<file path="config.mk">
export PLATFORM = sky130hd
export DESIGN_NAME = polynomial_coefficient_store
export DESIGN_NICKNAME = d
export VERILOG_FILES = /design/src/hw/rtl/pcs_pkg.sv /design/src/hw/rtl/polynomial_coefficient_store.sv
export SDC_FILE = /design/constraint.sdc
export NUM_CORES = 2
export LEC_CHECK = 0
export ABC_AREA = 1
export BUFFER_PORTS_ARGS = -buffer_cell sky130_fd_sc_hd__buf_4
export CAP_MARGIN = 20
export CORE_ASPECT_RATIO = 0.75
export CORE_MARGIN = 4
export CORE_UTILIZATION = 68
export DETAILED_ROUTE_END_ITERATION = 10
export MAX_ROUTING_LAYER = met4
export PLACE_DENSITY_LB_ADDON = 0.25
export SLEW_MARGIN = 20
export SYNTH_ARGS = -nofsm -noshare
export SYNTH_HDL_FRONTEND = slang
export SYNTH_SLANG_ARGS = --single-unit
</file>
<file path="constraint.sdc">
create_clock -name clk_i -period 19 [get_ports clk_i]
set_input_delay 3.8 -clock clk_i [delete_from_list [all_inputs] [get_ports clk_i]]
set_output_delay 3.8 -clock clk_i [all_outputs]
set_load 0.02 [all_outputs]
</file>
<file path="src/hw/rtl/pcs_pkg.sv">
package pcs_pkg;

  localparam int ExpW         = 5;
  localparam int DataW        = 32;
  localparam int FracBits     = 16;
  localparam int MaxTermsDef  = 32;
  localparam int CoefWidthDef = 32;

  typedef enum logic [2:0] {
    CMD_ASSIGN = 3'd0,
    CMD_ADD    = 3'd1,
    CMD_READ   = 3'd2,
    CMD_EVAL   = 3'd3,
    CMD_NEXT   = 3'd4,
    CMD_PREV   = 3'd5,
    CMD_CLEAR  = 3'd6
  } cmd_e;

  typedef enum logic [2:0] {
    S_CLEAR,
    S_IDLE,
    S_ACCESS,
    S_EV_LOAD,
    S_EV_MUL,
    S_EV_ADD,
    S_SCAN,
    S_DONE
  } state_e;

endpackage

</file>
<file path="src/hw/rtl/polynomial_coefficient_store.sv">
// Channel | Direction | Handshake               | Payload
// in      | input     | in_valid_i / in_stall_o | cmd_i, exponent_in_i, value_in_i
// out     | output    | out_valid_o/out_stall_i | coef_out_o, eval_out_o, degree_out_o,
//         |           |                         | term_index_o, term_found_o, saturated_o
//
// One transaction at a time: a sequencer around one RAM (a write port and a read port) and one multiplier.
// Evaluate performs a multiply and an add per term.
// A search reads entries one by one and stops at the first nonzero entry.
// Zeroing the top term adds the same downward scan after the write.
// Clear zeroes all T entries, T = min(MAX_TERMS, 32); reset starts the same clearing pass, in_stall_o high.
// The result register holds on out_stall_i while the next transaction runs; done waits for it.
module polynomial_coefficient_store #(
  parameter int MAX_TERMS  = pcs_pkg::MaxTermsDef,
  parameter int COEF_WIDTH = pcs_pkg::CoefWidthDef
) (
  input  logic                        clk_i,
  input  logic                        rst_ni,
  input  logic                        in_valid_i,
  output logic                        in_stall_o,
  input  logic [2:0]                  cmd_i,
  input  logic [pcs_pkg::ExpW-1:0]    exponent_in_i,
  input  logic signed [pcs_pkg::DataW-1:0] value_in_i,
  output logic                        out_valid_o,
  input  logic                        out_stall_i,
  output logic signed [pcs_pkg::DataW-1:0] coef_out_o,
  output logic signed [pcs_pkg::DataW-1:0] eval_out_o,
  output logic [pcs_pkg::ExpW-1:0]    degree_out_o,
  output logic [pcs_pkg::ExpW-1:0]    term_index_o,
  output logic                        term_found_o,
  output logic                        saturated_o
);

  localparam int ExpW   = pcs_pkg::ExpW;
  localparam int DataW  = pcs_pkg::DataW;
  localparam int Live   = (MAX_TERMS < (2 ** ExpW)) ? MAX_TERMS : (2 ** ExpW);
  localparam int AW     = $clog2(Live);
  localparam int CoefW  = (COEF_WIDTH > DataW) ? DataW : COEF_WIDTH;
  localparam int PW     = CoefW + DataW;
  localparam int SumW   = (CoefW + 18 > DataW + 2) ? CoefW + 18 : DataW + 2;
  localparam logic [ExpW:0] LiveW = (ExpW + 1)'(Live);
  localparam logic [AW-1:0] LastIdx = AW'(Live - 1);
  localparam logic signed [SumW-1:0] CoefMax = SumW'((65'd1 << (CoefW - 1)) - 65'd1);
  localparam logic signed [SumW-1:0] CoefMin = ~CoefMax;

  function automatic logic [CoefW:0] clip_f(input logic signed [SumW-1:0] v);
    logic [CoefW:0] r;
    if (v > CoefMax) begin
      r = {1'b1, CoefMax[CoefW-1:0]};
    end else if (v < CoefMin) begin
      r = {1'b1, CoefMin[CoefW-1:0]};
    end else begin
      r = {1'b0, v[CoefW-1:0]};
    end
    return r;
  endfunction

  pcs_pkg::state_e state_q, state_d;
  pcs_pkg::cmd_e   cmd_q, cmd_d;
  logic [ExpW-1:0] ex_q, ex_d;
  logic signed [DataW-1:0] x_q, x_d;
  logic [AW-1:0] deg_q, deg_d;
  logic signed [CoefW-1:0] acc_q, acc_d;
  logic signed [PW-1:0] prod_q, prod_d;
  logic [AW-1:0] n_q, n_d;
  logic [AW-1:0] scan_q, scan_d;
  logic [AW-1:0] scan_end_q, scan_end_d;
  logic scan_go_q, scan_go_d;
  logic scan_up_q, scan_up_d;
  logic scan_low_q, scan_low_d;
  logic rd_v_q, rd_v_d;
  logic [AW-1:0] rd_idx_q, rd_idx_d;
  logic [AW-1:0] clr_q, clr_d;
  logic clr_item_q, clr_item_d;
  logic signed [CoefW-1:0] res_coef_q, res_coef_d;
  logic [AW-1:0] res_idx_q, res_idx_d;
  logic res_found_q, res_found_d;
  logic res_sat_q, res_sat_d;
  logic out_valid_q, out_valid_d;
  logic signed [DataW-1:0] out_coef_q, out_coef_d;
  logic signed [DataW-1:0] out_eval_q, out_eval_d;
  logic [ExpW-1:0] out_deg_q, out_deg_d;
  logic [ExpW-1:0] out_idx_q, out_idx_d;
  logic out_found_q, out_found_d;
  logic out_sat_q, out_sat_d;

  logic signed [CoefW-1:0] mem [Live];
  logic signed [CoefW-1:0] mem_rd_q;
  logic mem_we;
  logic [AW-1:0] mem_wa, mem_ra;
  logic signed [CoefW-1:0] mem_wd;

  logic [CoefW:0] asg_res, add_res, ev_res;
  logic signed [SumW-1:0] add_sum, ev_sum;
  logic ev_inc;
  logic [ExpW:0] ex_ext, nx_start6, pv_lim6, pv_start6;
  logic in_range, ex_le_deg, ex_gt_deg, ex_eq_deg;
  logic signed [CoefW-1:0] wr_val;
  logic rd_hit;

  assign ev_inc  = prod_q[PW-1] && (prod_q[pcs_pkg::FracBits-1:0] != '0);
  assign ev_sum  = SumW'(prod_q >>> pcs_pkg::FracBits) + SumW'(mem_rd_q) + SumW'(ev_inc);
  assign add_sum = SumW'(mem_rd_q) + SumW'(x_q);
  assign asg_res = clip_f(SumW'(x_q));
  assign add_res = clip_f(add_sum);
  assign ev_res  = clip_f(ev_sum);

  assign ex_ext    = {1'b0, ex_q};
  assign in_range  = ex_ext < LiveW;
  assign ex_le_deg = ex_ext <= (ExpW + 1)'(deg_q);
  assign ex_gt_deg = ex_ext > (ExpW + 1)'(deg_q);
  assign ex_eq_deg = ex_ext == (ExpW + 1)'(deg_q);
  assign wr_val    = (cmd_q == pcs_pkg::CMD_ADD) ? add_res[CoefW-1:0] : asg_res[CoefW-1:0];

  assign nx_start6 = {1'b0, exponent_in_i} + (ExpW + 1)'(1);
  assign pv_lim6   = ({1'b0, exponent_in_i} < LiveW) ? {1'b0, exponent_in_i} : LiveW;
  assign pv_start6 = pv_lim6 - (ExpW + 1)'(1);

  assign rd_hit = rd_v_q && (mem_rd_q != '0);

  always_comb begin
    state_d     = state_q;
    cmd_d       = cmd_q;
    ex_d        = ex_q;
    x_d         = x_q;
    deg_d       = deg_q;
    acc_d       = acc_q;
    prod_d      = prod_q;
    n_d         = n_q;
    scan_d      = scan_q;
    scan_end_d  = scan_end_q;
    scan_go_d   = scan_go_q;
    scan_up_d   = scan_up_q;
    scan_low_d  = scan_low_q;
    rd_v_d      = 1'b0;
    rd_idx_d    = rd_idx_q;
    clr_d       = clr_q;
    clr_item_d  = clr_item_q;
    res_coef_d  = res_coef_q;
    res_idx_d   = res_idx_q;
    res_found_d = res_found_q;
    res_sat_d   = res_sat_q;
    out_valid_d = out_valid_q && out_stall_i;
    out_coef_d  = out_coef_q;
    out_eval_d  = out_eval_q;
    out_deg_d   = out_deg_q;
    out_idx_d   = out_idx_q;
    out_found_d = out_found_q;
    out_sat_d   = out_sat_q;
    mem_we      = 1'b0;
    mem_wa      = ex_q[AW-1:0];
    mem_wd      = wr_val;
    mem_ra      = ex_q[AW-1:0];

    case (state_q)
      pcs_pkg::S_CLEAR: begin
        mem_we = 1'b1;
        mem_wa = clr_q;
        mem_wd = '0;
        deg_d  = '0;
        if (clr_q == LastIdx) begin
          state_d = clr_item_q ? pcs_pkg::S_DONE : pcs_pkg::S_IDLE;
        end else begin
          clr_d = clr_q + AW'(1);
        end
      end
      pcs_pkg::S_IDLE: begin
        mem_ra = (pcs_pkg::cmd_e'(cmd_i) == pcs_pkg::CMD_EVAL) ? deg_q : exponent_in_i[AW-1:0];
        if (in_valid_i) begin
          cmd_d       = pcs_pkg::cmd_e'(cmd_i);
          ex_d        = exponent_in_i;
          x_d         = value_in_i;
          acc_d       = '0;
          res_coef_d  = '0;
          res_idx_d   = '0;
          res_found_d = 1'b0;
          res_sat_d   = 1'b0;
          case (pcs_pkg::cmd_e'(cmd_i))
            pcs_pkg::CMD_ASSIGN, pcs_pkg::CMD_ADD, pcs_pkg::CMD_READ: begin
              state_d = pcs_pkg::S_ACCESS;
            end
            pcs_pkg::CMD_EVAL: begin
              state_d = pcs_pkg::S_EV_LOAD;
            end
            pcs_pkg::CMD_NEXT: begin
              scan_d     = nx_start6[AW-1:0];
              scan_end_d = LastIdx;
              scan_go_d  = nx_start6 < LiveW;
              scan_up_d  = 1'b1;
              scan_low_d = 1'b0;
              state_d    = pcs_pkg::S_SCAN;
            end
            pcs_pkg::CMD_PREV: begin
              scan_d     = pv_start6[AW-1:0];
              scan_end_d = '0;
              scan_go_d  = exponent_in_i != '0;
              scan_up_d  = 1'b0;
              scan_low_d = 1'b0;
              state_d    = pcs_pkg::S_SCAN;
            end
            pcs_pkg::CMD_CLEAR: begin
              clr_d      = '0;
              clr_item_d = 1'b1;
              deg_d      = '0;
              state_d    = pcs_pkg::S_CLEAR;
            end
            default: begin
              state_d = pcs_pkg::S_DONE;
            end
          endcase
        end
      end
      pcs_pkg::S_ACCESS: begin
        state_d = pcs_pkg::S_DONE;
        case (cmd_q)
          pcs_pkg::CMD_READ: begin
            if (in_range && ex_le_deg) begin
              res_coef_d = mem_rd_q;
            end
          end
          pcs_pkg::CMD_ASSIGN, pcs_pkg::CMD_ADD: begin
            if (in_range) begin
              mem_we     = 1'b1;
              res_coef_d = wr_val;
              res_sat_d  = (cmd_q == pcs_pkg::CMD_ADD) && add_res[CoefW];
              if (ex_gt_deg && (wr_val != '0)) begin
                deg_d = ex_q[AW-1:0];
              end else if (ex_eq_deg && (wr_val == '0) && (ex_q != '0)) begin
                scan_d     = ex_q[AW-1:0] - AW'(1);
                scan_end_d = '0;
                scan_go_d  = 1'b1;
                scan_up_d  = 1'b0;
                scan_low_d = 1'b1;
                state_d    = pcs_pkg::S_SCAN;
              end
            end
          end
          default: begin
            state_d = pcs_pkg::S_DONE;
          end
        endcase
      end
      pcs_pkg::S_EV_LOAD: begin
        acc_d = mem_rd_q;
        n_d   = deg_q;
        state_d = (deg_q == '0) ? pcs_pkg::S_DONE : pcs_pkg::S_EV_MUL;
      end
      pcs_pkg::S_EV_MUL: begin
        prod_d  = PW'(acc_q) * PW'(x_q);
        mem_ra  = n_q - AW'(1);
        n_d     = n_q - AW'(1);
        state_d = pcs_pkg::S_EV_ADD;
      end
      pcs_pkg::S_EV_ADD: begin
        acc_d     = ev_res[CoefW-1:0];
        res_sat_d = res_sat_q || ev_res[CoefW];
        state_d   = (n_q == '0) ? pcs_pkg::S_DONE : pcs_pkg::S_EV_MUL;
      end
      pcs_pkg::S_SCAN: begin
        mem_ra = scan_q;
        if (rd_hit) begin
          if (scan_low_q) begin
            deg_d = rd_idx_q;
          end else begin
            res_idx_d   = rd_idx_q;
            res_found_d = 1'b1;
          end
          state_d = pcs_pkg::S_DONE;
        end else if (scan_go_q) begin
          rd_v_d   = 1'b1;
          rd_idx_d = scan_q;
          if (scan_q == scan_end_q) begin
            scan_go_d = 1'b0;
          end else begin
            scan_d = scan_up_q ? scan_q + AW'(1) : scan_q - AW'(1);
          end
        end else if (!rd_v_q) begin
          if (scan_low_q) begin
            deg_d = '0;
          end
          state_d = pcs_pkg::S_DONE;
        end
      end
      pcs_pkg::S_DONE: begin
        if (!out_valid_q || !out_stall_i) begin
          out_valid_d = 1'b1;
          out_coef_d  = DataW'(res_coef_q);
          out_eval_d  = DataW'(acc_q);
          out_deg_d   = ExpW'(deg_q);
          out_idx_d   = ExpW'(res_idx_q);
          out_found_d = res_found_q;
          out_sat_d   = res_sat_q;
          clr_item_d  = 1'b0;
          state_d     = pcs_pkg::S_IDLE;
        end
      end
      default: begin
        state_d = pcs_pkg::S_IDLE;
      end
    endcase
  end

  always_ff @(posedge clk_i or negedge rst_ni) begin
    if (!rst_ni) begin
      state_q     <= pcs_pkg::S_CLEAR;
      deg_q       <= '0;
      clr_q       <= '0;
      clr_item_q  <= 1'b0;
      scan_go_q   <= 1'b0;
      rd_v_q      <= 1'b0;
      out_valid_q <= 1'b0;
    end else begin
      state_q     <= state_d;
      deg_q       <= deg_d;
      clr_q       <= clr_d;
      clr_item_q  <= clr_item_d;
      scan_go_q   <= scan_go_d;
      rd_v_q      <= rd_v_d;
      out_valid_q <= out_valid_d;
    end
  end

  always_ff @(posedge clk_i) begin
    cmd_q       <= cmd_d;
    ex_q        <= ex_d;
    x_q         <= x_d;
    acc_q       <= acc_d;
    prod_q      <= prod_d;
    n_q         <= n_d;
    scan_q      <= scan_d;
    scan_end_q  <= scan_end_d;
    scan_up_q   <= scan_up_d;
    scan_low_q  <= scan_low_d;
    rd_idx_q    <= rd_idx_d;
    res_coef_q  <= res_coef_d;
    res_idx_q   <= res_idx_d;
    res_found_q <= res_found_d;
    res_sat_q   <= res_sat_d;
    out_coef_q  <= out_coef_d;
    out_eval_q  <= out_eval_d;
    out_deg_q   <= out_deg_d;
    out_idx_q   <= out_idx_d;
    out_found_q <= out_found_d;
    out_sat_q   <= out_sat_d;
  end

  always_ff @(posedge clk_i) begin
    if (mem_we) begin
      mem[mem_wa] <= mem_wd;
    end
    mem_rd_q <= mem[mem_ra];
  end

  assign in_stall_o   = state_q != pcs_pkg::S_IDLE;
  assign out_valid_o  = out_valid_q;
  assign coef_out_o   = out_coef_q;
  assign eval_out_o   = out_eval_q;
  assign degree_out_o = out_deg_q;
  assign term_index_o = out_idx_q;
  assign term_found_o = out_found_q;
  assign saturated_o  = out_sat_q;

  a_found_only_search: assert property (@(posedge clk_i) disable iff (!rst_ni)
    out_valid_o && term_found_o |-> coef_out_o == '0 && eval_out_o == '0 && !saturated_o)
    else $error("search result carries arithmetic fields");

  a_deg_in_table: assert property (@(posedge clk_i) disable iff (!rst_ni)
    (ExpW + 1)'(deg_q) < LiveW)
    else $error("degree beyond table");

  a_clear_zero_deg: assert property (@(posedge clk_i) disable iff (!rst_ni)
    state_q == pcs_pkg::S_CLEAR |-> deg_q == '0)
    else $error("degree nonzero during clear");

  a_accept_busy: assert property (@(posedge clk_i) disable iff (!rst_ni)
    in_valid_i && !in_stall_o |=> state_q != pcs_pkg::S_IDLE)
    else $error("sequencer idle after accepting a transaction");

  a_result_from_done: assert property (@(posedge clk_i) disable iff (!rst_ni)
    $rose(out_valid_o) |-> $past(state_q == pcs_pkg::S_DONE))
    else $error("result raised outside done state");

endmodule

</file>
== Word level (Yosys, flattened, before mapping) ==
Memory sizes are Yosys's and may differ from the RTL's. A register that Yosys moved wholly into a read port is not among the register bits.
Index checks and enable logic that the tools add are counted.
W data, S select, Z words.

* Output and inout port bits: 78
* Bits in registers: 290
* Bits in writable memories: 1024
* Input bits: 44
* Memories: 1
* Logic and storage cells: 252

{| class="wikitable"
|+ Memories
! name !! words !! width !! rd ports !! clocked after Yosys merged registers in !! write ports !! RTL line !! RTL
|-
| mem || 32 || 32 || 1 || 1 || 1 || polynomial_coefficient_store.sv:86 || <nowiki>logic signed [CoefW-1:0] mem [Live];</nowiki>
|}

* Bitwise logic cells: 1
* Order comparisons: 10
* Muxes and demuxes: 109
* $add $sub $neg: 10
* Multipliers: 1
* Reduce and logical (&&, ||, !) cells: 50
* Equality and inequality tests: 42

{| class="wikitable"
|+ Operators by type and width
! operator !! number
|-
| $mux W32 || 7
|-
| $mux W5 || 30
|-
| $mux W33 || 4
|-
| $pmux W32 S2 || 2
|-
| $pmux W32 S3 || 1
|-
| $mul A32 B32 Y64 || 1
|-
| $reduce_bool A32 Y1 || 2
|-
| $pmux W5 S2 || 6
|-
| $add A49 B2 Y50 || 1
|-
| $gt A50 B32 Y1 const B || 1
|-
| $lt A50 B32 Y1 const B || 1
|-
| $add A48 B32 Y49 || 1
|-
| $mux W1 || 36
|-
| $ne A2 B2 Y1 const B || 17
|-
| $add A32 B32 Y33 || 1
|-
| $gt A33 B32 Y1 const B || 1
|-
| $lt A33 B32 Y1 const B || 1
|-
| $gt A32 B32 Y1 const B || 1
|-
| $logic_not A32 Y1 || 1
|-
| $lt A32 B32 Y1 const B || 1
|-
| $pmux W5 S3 || 2
|-
| $pmux W3 S8 || 1
|-
| $eq A3 B3 Y1 const B || 7
|-
| $mux W3 || 7
|-
| 40 further kinds || 90
|}

== Logic depth before layout (Yosys ltp) ==
* Depth after elaboration: 13
* Depth in mapped cells: 39
* Mapped depth without buffers: 37

== Worst setup path before layout ==
OpenSTA, ideal clock, no wires.

* Path type: in2reg
* From: input port out_stall_i
* To: register out_coef_q[0], in the netlist coef_out_o[0] (enable)
* Cell stages on the path: 3
* Data required time: 18488 ps
* Buffers on the path: 0
* Setup slack: 11377 ps
* Setup time: 512 ps
* Data arrival time: 7110 ps
* Path through: nand2_1 inv_1 nor2_1

* Longest elaborated chain between the ends: 3

{| class="wikitable"
|+ Ends and longest elaborated chain
! element !! RTL line !! RTL
|-
| start, declared || polynomial_coefficient_store.sv:24 || <nowiki>input logic out_stall_i,</nowiki>
|-
| $logic_not A1 Y1 || polynomial_coefficient_store.sv:284 || <nowiki>if (!out_valid_q || !out_stall_i) begin</nowiki>
|-
| $logic_or A1 B1 Y1 || polynomial_coefficient_store.sv:284 ||
|-
| $reduce_and A2 Y1 (no line) || -- ||
|-
| end signal, assigned || polynomial_coefficient_store.sv:338 || <nowiki>out_coef_q <= out_coef_d;</nowiki>
|-
| end, declared || polynomial_coefficient_store.sv:79 || <nowiki>logic signed [DataW-1:0] out_coef_q, out_coef_d;</nowiki>
|}

No other way between the ends.
A chain may end at the register's enable or synchronous reset.

== Final worst setup path ==
* From: register x_q[5]
* To: register prod_q[61], data pin

* Longest elaborated chain between the ends: 1

{| class="wikitable"
|+ Ends and longest elaborated chain
! element !! RTL line !! RTL
|-
| start, declared || polynomial_coefficient_store.sv:60 || <nowiki>logic signed [DataW-1:0] x_q, x_d;</nowiki>
|-
| start signal, assigned || polynomial_coefficient_store.sv:325 || <nowiki>x_q <= x_d;</nowiki>
|-
| $mul A32 B32 Y64 || polynomial_coefficient_store.sv:248 || <nowiki>prod_d = PW'(acc_q) * PW'(x_q);</nowiki>
|-
| end signal, assigned || polynomial_coefficient_store.sv:327 || <nowiki>prod_q <= prod_d;</nowiki>
|-
| end, declared || polynomial_coefficient_store.sv:63 || <nowiki>logic signed [PW-1:0] prod_q, prod_d;</nowiki>
|}

No other way between the ends.

==> summary.txt <==
Routing
  • Count of vias placed by the detailed router: just under 70k
  • WL per Instance: about 26 µm
  • Iteration-0 DRC Markers: 9,436
  • Remaining DRCs: 0
  • Final antenna-violating net count: 0
  • Post-detailed-route via-to-cell ratio: approximately 6.2
  • Post-detailed-routing wire length: between 200,000 and 300,000 µm
  • Drt first pass iters: 7

Critical path
  • Destination of the worst register-to-register timing path: prod_q[61]
  • Destination of the critical timing path: prod_q[61]
  • Critical Path Source Type: flip-flop
  • Highest fanout seen on the critical path: 23
  • Type of the worst setup path: flip-flop to flip-flop
  • Data required time of the critical path: about 20 ns
  • Arrival time of the worst setup path: a little under 10 ns
  • FF-to-FF setup slack: 9.59 ns
  • Worst setup path start: x_q[5]
  • Worst-case reg-to-reg path depth: 25
  • Startpoint of the worst register-to-register path: x_q[5]
  • Crit. End Element: flip-flop

Timing
  • Part of the cycle the worst path needs: 0.495
  • Final-report setup violation count: 0
  • Crit path time final: between 9 and 10 ns
  • Setup TNS: 0 ns
  • Worst-case clock skew: about 0.052 ns
  • Total count of max-transition violations in the final report: 0
  • Post-Route Hold Slack: between 0.4 and 0.5 ns
  • Highest attainable clock frequency: between 100 and 150 MHz
  • Hold violation count in the final report: 0
  • Max-slew headroom at the worst pin: 0.230
  • Slew at the pin with the worst max-slew slack: approximately 1.2 ns
  • Setup repair after global routing missed its margin: false

Yosys
  • Proportion of synthesized chip area in sequential cells: 0.419
  • Netlist cell types: between 50 and 60
  • Post-synth top area share: 0.408
  • Predominant post-synthesis flop cell: edfxtp_1
  • Synthesis warning total: 0
  • Post-synth top area cell: edfxtp_1
  • Post-Synthesis Cells: around 9.2k
  • Flops & latches, synth: around 1.3k
  • Post-synth EDFFs: approximately 1.3k
  • Syn_nets: about 11k
  • Cells taking the most area after synthesis: edfxtp_1 41%, fa_1 23%, inv_1 7.0%, nand2_1 6.9%, ha_1 3.7%
  • Average footprint of a synthesized cell: a little over 10 µm²
  • Cell Area, Synth: roughly 0.095 mm²
  • Ys async rst share: 0.0127

Floorplanning
  • IO Pins: approximately 120
  • Floorplan core area: around 0.14 mm²
  • Overall die area: between 0.1 and 0.15 mm²
  • Effective utilization at floorplan: 0.687
  • Die Span Y: between 300 and 400 µm
  • Standard-cell row count: about 120
  • Chip width: 440 µm

Clock tree
  • Sinks on Clock Net: 1,341
  • Clock tree root buffer cell: clkbuf_16
  • Number of gates given a new drive strength after cts: 0
  • Number of buffers created by CTS: about 120
  • Clock insertion delay at the later pin of the skew report: 0.79 ns
  • Number of buffers inserted by post-CTS setup repair: 0
  • Clock transition at the registers of the reported paths: 0.07 ns
  • Maximum clock insertion buffer count: 3
  • Max H-tree Level: 3
  • TritonCTS clock tree: built
  • Count of hold-fix buffers inserted at cts: 0

Finish
  • Commonest cells after routing, fill and taps aside: 1,770 x inv_1, 1,740 x nand2_1, 1,292 x edfxtp_1
  • Count of placed standard cells in the final layout, fillers left out: ~11k
  • Multi-input gate area: 0.0471 mm²
  • Final-layout fill cell count: 9,184
  • Area growth, synth to finish: 7.63%
  • Commonest non-fill, non-tap cell in the layout: inv_1
  • Sequential Area: ~0.04 mm²
  • Share of post-route cells with drive strength above 1: 0.0658
  • Net total in the final layout: between 10k and 15k

Global route
  • Via count of the first global-routing pass: roughly 70k
  • Global-route wire length before repair: 431,000 µm
  • Grt ovf: 0
  • Global router's overall resource usage: 0.409
  • Largest net degree at the start of global routing: 195
  • Number of antenna violations at the first check in global routing: 8

Worst hold path
  • Hold Path Depth: 0
  • Hold Crit Class: flip-flop to flip-flop

Placement
  • Gp weighted congestion: about 1.0
  • Number of port buffers: 121
  • DP HPWL: 194,000 µm
  • Cell Count Post-Placement: roughly 11k

Run status
  • Status: finished clean

Flow run
  • Number of max-cap violations: 0
[critical path: stages (launching register included)]
cell and delay, ns:
edfxtp_1 0.67, buf_4 0.47, nand2_1 0.22, inv_1 0.14
fa_1 0.40, inv_1 0.26, fa_1 0.48, inv_1 0.25
fa_1 0.51, fa_1 0.88, inv_1 0.43, fa_1 0.59
inv_1 0.06, fa_1 0.53, inv_1 0.05, fa_1 0.49
inv_1 0.07, fa_1 0.45, ha_1 0.39, nand2_1 0.15
nor3_1 0.58, and3_1 0.30, nand2_1 0.11, nand4_1 0.31
a31oi_1 0.15, xor2_1 0.17
[routing by layer]
| metal | vias up | global-route usage | part of all wire |
|---|---|---|---|
| met3 | 707 | 0.114 | 0.15 |
| li1 | 29500 | - | - |
| met4 | 0 | 0.140 | 0.041 |
| met5 | - | - | 0 |
| met2 | 5058 | 0.552 | 0.42 |
| met1 | 34100 | 0.602 | 0.39 |
[final cells by class]
type                       instances  share of cell area
antenna                            5            0.000122
clock inverter                    79             0.00905
sequential                      1341               0.389
clock buffer                     152              0.0316
inverter                        1780              0.0654
multi-input combinational       5622               0.460
timing repair buffer             288              0.0215
tap                             1860              0.0227
[stage by stage]
stage	setup slack, ns	instance area (µm²)	utilization
after detailed placement	9.93	98200	0.709
after global routing	9.22	102000	0.739
final	9.59	102000	0.739
after global placement	9.93	98200	0.709
after floorplan	11.38	95100	-
after CTS	9.86	102000	0.739
[cells in the mapped netlist, types with 17 or more instances]
master    count
o21a_1       39
xor2_1       97
nor2_1      682
nand2_1    1740
o211ai_1     40
nor4_1       29
or2_2        50
dfxtp_1      32
xnor2_1      42
fa_1       1086
edfxtp_1   1292
nand3_1     279
o221ai_1    233
inv_1      1773
mux2i_1     215
o21bai_1     25
a31oi_1      41
buf_2        72
o32ai_1      29
ha_1        279
o21ai_0     405
nor3_1       30
clkbuf_1    357
nand4_1      23
dfrtp_1      17
a21oi_1     174
[kinds of logic after synthesis]
kind of cell    after synthesis  share of synthesized area
compound gates             1042                     0.0700
xor+xnor                    139                     0.0128
fa+ha+maj                  1365                      0.265
buf+inv                    2230                     0.0894
flops                      1341                      0.419
mux                         215                     0.0226
simple gates               2861                      0.121
[flip-flops by register name (all words and copies together), names as in the netlist, 32 cells and up]
name and flops:
acc_q 32, coef_out_o 32, eval_out_o 32, mem 1024, mem_rd_q 32, prod_q 64, res_coef_q 32, x_q 32
[worst min-delay path by stage]
stage	startpoint	to	slack, ns
2_1_floorplan	res_coef_q[0]	coef_out_o[0]	0.40
3_3_place_gp	res_coef_q[19]	coef_out_o[19]	0.40
3_5_place_dp	res_coef_q[19]	coef_out_o[19]	0.40
4_1_cts	res_coef_q[28]	coef_out_o[28]	0.42
5_1_grt	res_coef_q[19]	coef_out_o[19]	0.43
6_report	res_coef_q[19]	coef_out_o[19]	0.42
Power is not shown: default switching activity piles up to over one toggle a cycle in this logic, so the estimate is an artifact.
